### config.mk
export PLATFORM = sky130hd
export DESIGN_NAME = bpc_div
export DESIGN_NICKNAME = d
export VERILOG_FILES = /design/src/sv/bpc_pkg.sv /design/src/sv/bpc_div.sv
export SDC_FILE = /design/constraint.sdc
export NUM_CORES = 2
export LEC_CHECK = 0
export BUFFER_PORTS_ARGS = -buffer_cell sky130_fd_sc_hd__buf_2
export CORE_MARGIN = 3
export CORE_UTILIZATION = 45
export CTS_CLUSTER_DIAMETER = 120
export DETAILED_ROUTE_END_ITERATION = 7
export GPL_ROUTABILITY_DRIVEN = 0
export PLACE_DENSITY = 0.71
export SLEW_MARGIN = 10
export SYNTH_ARGS = -nofsm -noshare
export SYNTH_HDL_FRONTEND = slang
export SYNTH_SLANG_ARGS = --single-unit
### constraint.sdc
create_clock -name clk -period 3.6 [get_ports clk]
set_clock_uncertainty 0.15 [all_clocks]
set_input_delay 0.72 -clock clk [delete_from_list [all_inputs] [get_ports clk]]
set_output_delay 0.72 -clock clk [all_outputs]
set_load 0.1 [all_outputs]
### src/sv/bpc_pkg.sv
package bpc_pkg;

  localparam int DIV_STAGES = 32;
  localparam int NUM_STAGES = 14 + 2 * DIV_STAGES;

  localparam logic [2:0] REG_AC1   = 3'd0;
  localparam logic [2:0] REG_AC2   = 3'd1;
  localparam logic [2:0] REG_AC3   = 3'd2;
  localparam logic [2:0] REG_AC4   = 3'd3;
  localparam logic [2:0] REG_AC5   = 3'd4;
  localparam logic [2:0] REG_AC6   = 3'd5;
  localparam logic [2:0] REG_B1_B2 = 3'd6;
  localparam logic [2:0] REG_MC_MD = 3'd7;

  localparam logic [15:0] RST_AC1   = 16'd408;
  localparam logic [15:0] RST_AC2   = 16'hFFB8;
  localparam logic [15:0] RST_AC3   = 16'hC7D1;
  localparam logic [15:0] RST_AC4   = 16'd32741;
  localparam logic [15:0] RST_AC5   = 16'd32757;
  localparam logic [15:0] RST_AC6   = 16'd23153;
  localparam logic [31:0] RST_B1_B2 = 32'd405667844;
  localparam logic [31:0] RST_MC_MD = 32'd3724086068;

  localparam logic [31:0] K_B6_OFS  = 32'd4000;
  localparam logic [31:0] K_X3_OFS  = 32'd32768;
  localparam logic [31:0] K_B7_MUL  = 32'd50000;
  localparam logic [31:0] K_P_MUL1  = 32'd3038;
  localparam logic [31:0] K_P_MUL2  = 32'hFFFF_E343;
  localparam logic [31:0] K_P_OFS   = 32'd3791;

  function automatic logic [31:0] sx16(logic [15:0] v);
    return {{16{v[15]}}, v};
  endfunction

  function automatic logic [31:0] asr(logic [31:0] v, int unsigned n);
    return 32'($signed(v) >>> n);
  endfunction

endpackage

### src/sv/bpc_div.sv
module bpc_div (
  input  logic        clk,
  input  logic        en,
  input  logic [31:0] num,
  input  logic [31:0] den,
  output logic [31:0] quo
);
  import bpc_pkg::*;

  logic [31:0] rem_q [1:DIV_STAGES];
  logic [31:0] num_q [1:DIV_STAGES];
  logic [31:0] den_q [1:DIV_STAGES];
  logic [31:0] quo_q [1:DIV_STAGES];

  for (genvar k = 1; k <= DIV_STAGES; k++) begin : g_stage
    logic [31:0] rp, np, dp, qp;
    logic [32:0] trial;
    logic        ge;
    if (k == 1) begin : g_first
      assign rp = '0;
      assign np = num;
      assign dp = den;
      assign qp = '0;
    end else begin : g_rest
      assign rp = rem_q[k-1];
      assign np = num_q[k-1];
      assign dp = den_q[k-1];
      assign qp = quo_q[k-1];
    end
    assign trial = {rp, np[31]};
    assign ge    = trial >= {1'b0, dp};
    always_ff @(posedge clk) begin
      if (en) begin
        rem_q[k] <= ge ? 32'(trial - {1'b0, dp}) : trial[31:0];
        num_q[k] <= {np[30:0], 1'b0};
        den_q[k] <= dp;
        quo_q[k] <= {qp[30:0], ge};
      end
    end
  end

  assign quo = quo_q[DIV_STAGES];

endmodule

==> flow_metrics.env <==
export IMPL_r2r_start="den_q[0][356]$_DFFE_PP_"
export IMPL_yosysWarnings=0
export IMPL_area_growth_syn_to_layout_pct=22.3
export IMPL_leakagePower_nw=76.4
export IMPL_post_place_ws_ns=-0.478
export IMPL_cp_arrival_ns=4.30
export IMPL_clk_latency_ns=0.95
export IMPL_required_ns=4.18
export IMPL_synth_flop_cell="edfxtp_1"
export IMPL_cts_buffer_depth=4
export IMPL_overflow=0
export IMPL_min_period_ns=3.73
export IMPL_synth_common_cells="edfxtp_1, inv_1, ha_1, o21ai_0, nand2_1"
export IMPL_die_w_um=588
export IMPL_grt_pass1_vias=99700
export IMPL_fp_dieH_um=588
export IMPL_tightestPinTransition_ns=0.994
export IMPL_violations="negative setup slack"
export IMPL_r2r_slack_ns=-0.13
export IMPL_port_buffers=97
export IMPL_core_area_um2=337000
export IMPL_cts_root_buf="clkbuf_16"
export IMPL_synth_edf_count=3008
export IMPL_yosysSeqAreaShare_pct=59.2
export IMPL_max_slew_margin_pct=33.3
export IMPL_start_kind="register"
export IMPL_wl_per_cell_um=19.2
export IMPL_max_freq_mhz=268
export IMPL_worst_slack_ns=-0.126
export IMPL_numCtsBuffers=332
export IMPL_ys_top_cells_by_area="edfxtp_1, ha_1, inv_1"
export IMPL_power_mw=172
export IMPL_reg2regPathDepth=13
export IMPL_min_path_type="reg2reg"
export IMPL_syn_avg_cell_area_um2=12.2
export IMPL_drc=0
export IMPL_synthCells=12500
export IMPL_cp_endpoint="rem_q[0][384]$_DFFE_PP_"
export IMPL_slowest_delay_ns=0.42
export IMPL_hold_slack_ns=0.225
export IMPL_cts_sinks=3008
export IMPL_r2r_end="rem_q[0][384]$_DFFE_PP_"
export IMPL_crit_slowest_cell="edfxtp_1"
export IMPL_antenna_found_initial=6
export IMPL_critical_path_class="reg2reg"
export IMPL_core_rowCount=213
export IMPL_synth_top_area_cell="edfxtp_1"
export IMPL_final_hold_viol_count=0
export IMPL_grt_max_degree=114
export IMPL_max_cap_violations=0
export IMPL_ioPinCount=98
export IMPL_drtIter0Drc=8337
export IMPL_cp_max_fo=7
export IMPL_vias=103000
export IMPL_utilization_pct=55.4
export IMPL_synth_seq_cells=3008
export IMPL_nets=15200
export IMPL_grt_pass1_wl_um=548000
export IMPL_antenna_left=0
export IMPL_ys_types=93
export IMPL_dieArea_um2=346000
export IMPL_worstPathCellList="inv_2 -> ha_4 -> a21o_1 -> a31oi_2 -> nand4_1 -> a211o_1 -> o311a_1 -> or3_4 -> nand3_2 -> o2111a_2 -> buf_12 -> buf_12 -> mux2i_4"
export IMPL_start_util_pct=45.3
export IMPL_hpwl_um=252000
export IMPL_synth_top_area_share_pct=59.2
export IMPL_synth_most_common_cell="edfxtp_1"
export IMPL_syn_num_nets=13600
export IMPL_status="finished, violations left"
export IMPL_startpoint="den_q[0][356]$_DFFE_PP_"
export IMPL_rsz0062_at_grt="yes"
export IMPL_grtUsageTotal_pct=19.7
export IMPL_path_clk_slew_ns=0.06
export IMPL_period_share_pct=103
export IMPL_dr_pass1_iters=7
export IMPL_synthArstFlopShare_pct=0
export IMPL_cts_tree="yes"
export IMPL_drive_gt1_share_pct=21.6
export IMPL_setup_violations=135
export IMPL_routed_wl_um=363000
export IMPL_vias_per_cell=5.45
export IMPL_cts_htree_levels=5
export IMPL_endpoint_kind="register"
export IMPL_power_density_nw_per_um2=924
export IMPL_drv_slew=0
export IMPL_syn_area_um2=153000
export IMPL_peakVddDrop_uv=627
export IMPL_crit_top_cell="buf_12"
==> kinds of logic after synthesis <==
group	share of synthesized area [%]
xor+xnor	4.71
mux	3.01
compound gates	13.0
flops	59.2
buf+inv	3.87
simple gates	7.74
fa+ha+maj	8.54
==> metrics by stage <==
stage	area, um2	setup TNS, ns	instances
6_report	187000	-4.63	18900
5_1_grt	187000	-37.40	18900
4_1_cts	182000	-10.25	18800
3_5_place_dp	168000	-76.10	17900
3_3_place_gp	168000	-55.61	17900
2_1_floorplan	153000	-3.09	12500
==> cell usage in the layout, fill, tap and decap left out, types with 47 or more instances in the layout <==
cell type,Yosys,routed
edfxtp_1,3008,3008
inv_1,1280,1244
buf_4,1,1212
ha_1,994,933
nand2_1,887,847
a21oi_1,848,771
o21ai_0,894,650
a21o_1,529,529
nor2_1,506,487
xnor2_1,478,477
clkbuf_16,0,361
xor2_1,342,342
mux2_2,351,271
nand3_1,223,216
nand4_1,150,150
nand2b_1,148,144
o21ai_1,13,128
nor2b_1,138,121
o21ai_2,0,117
o21a_1,120,116
nor3_1,124,112
o21bai_1,115,111
mux2_4,0,106
buf_2,32,97
buf_12,0,91
a31oi_1,104,73
and3_1,75,71
a21oi_2,0,66
buf_6,2,64
dlygate4sd3_1,0,64
clkinv_1,1,57
a211oi_1,74,54
clkinv_2,0,54
ha_4,0,51
clkbuf_1,237,47
==> cell type report <==
class	count	area (um2)
clock buffer	382	8560
fill	27200	150000
multi-input combinational	7903	60600
tap	4515	5650
antenna	2	5.00
sequential	3008	90300
timing repair buffer	1583	14100
clock inverter	223	2560
inverter	1282	4830
==> worst max-delay path: cells and delay by family (launching register included) <==
kind            cells  cell delay, ns
flops               1            0.42
simple gates        3            0.68
buf+inv             3            0.40
fa+ha+maj           1            0.20
compound gates      5            1.45
mux                 1            0.26
==> power by group <==
group          leakage, nW  switching (mW)  total, mW  internal, mW
clock network         5.37            14.3       34.7          20.4
registers             29.4            5.54       55.8          50.3
logic                 41.6            41.9       81.9          40.0
total                 76.4            61.7        172           111
==> worst min-delay path by stage <==
| stage | slack [ns] | depth (start not counted) | to | startpoint |
|---|---|---|---|---|
| finish | 0.23 | 0 | quo_q[4][33]$_DFFE_PP_ | quo_q[4][0]$_DFFE_PP_ |
| global route | 0.22 | 1 | den_q[0][207]$_DFFE_PP_ | en |
| CTS | 0.20 | 1 | den_q[0][208]$_DFFE_PP_ | en |
| detailed placement | 0.25 | 0 | num_q[0][107]$_DFFE_PP_ | num_q[0][75]$_DFFE_PP_ |
| global placement | 0.25 | 0 | quo_q[15][37]$_DFFE_PP_ | quo_q[15][4]$_DFFE_PP_ |
| floorplan | 0.25 | 0 | num_q[0][100]$_DFFE_PP_ | num_q[0][68]$_DFFE_PP_ |
==> repair_timing <==
action	in CTS	in global routing
setup endpoints to repair	581	894
pin swaps	120	374
buffers inserted	109	142
hold endpoints to repair	64	0
hold buffers	64	0
cloned	29	33
gates resized for setup	406	810
==> flip-flops by register name, indices dropped and copies added, names as in the netlist <==
register,cells
den_q,992
quo_q,528
rem_q,992
num_q,496
==> per-layer routing <==
metal	wire, um	track usage [%]	up-vias
li1	-	-	49300
met1	148000	24.9	49700
met2	177000	34.0	3050
met3	18400	2.29	902
met4	18500	8.86	2
met5	18	0	-
No activity file was read; power rests on OpenSTA's default activity.
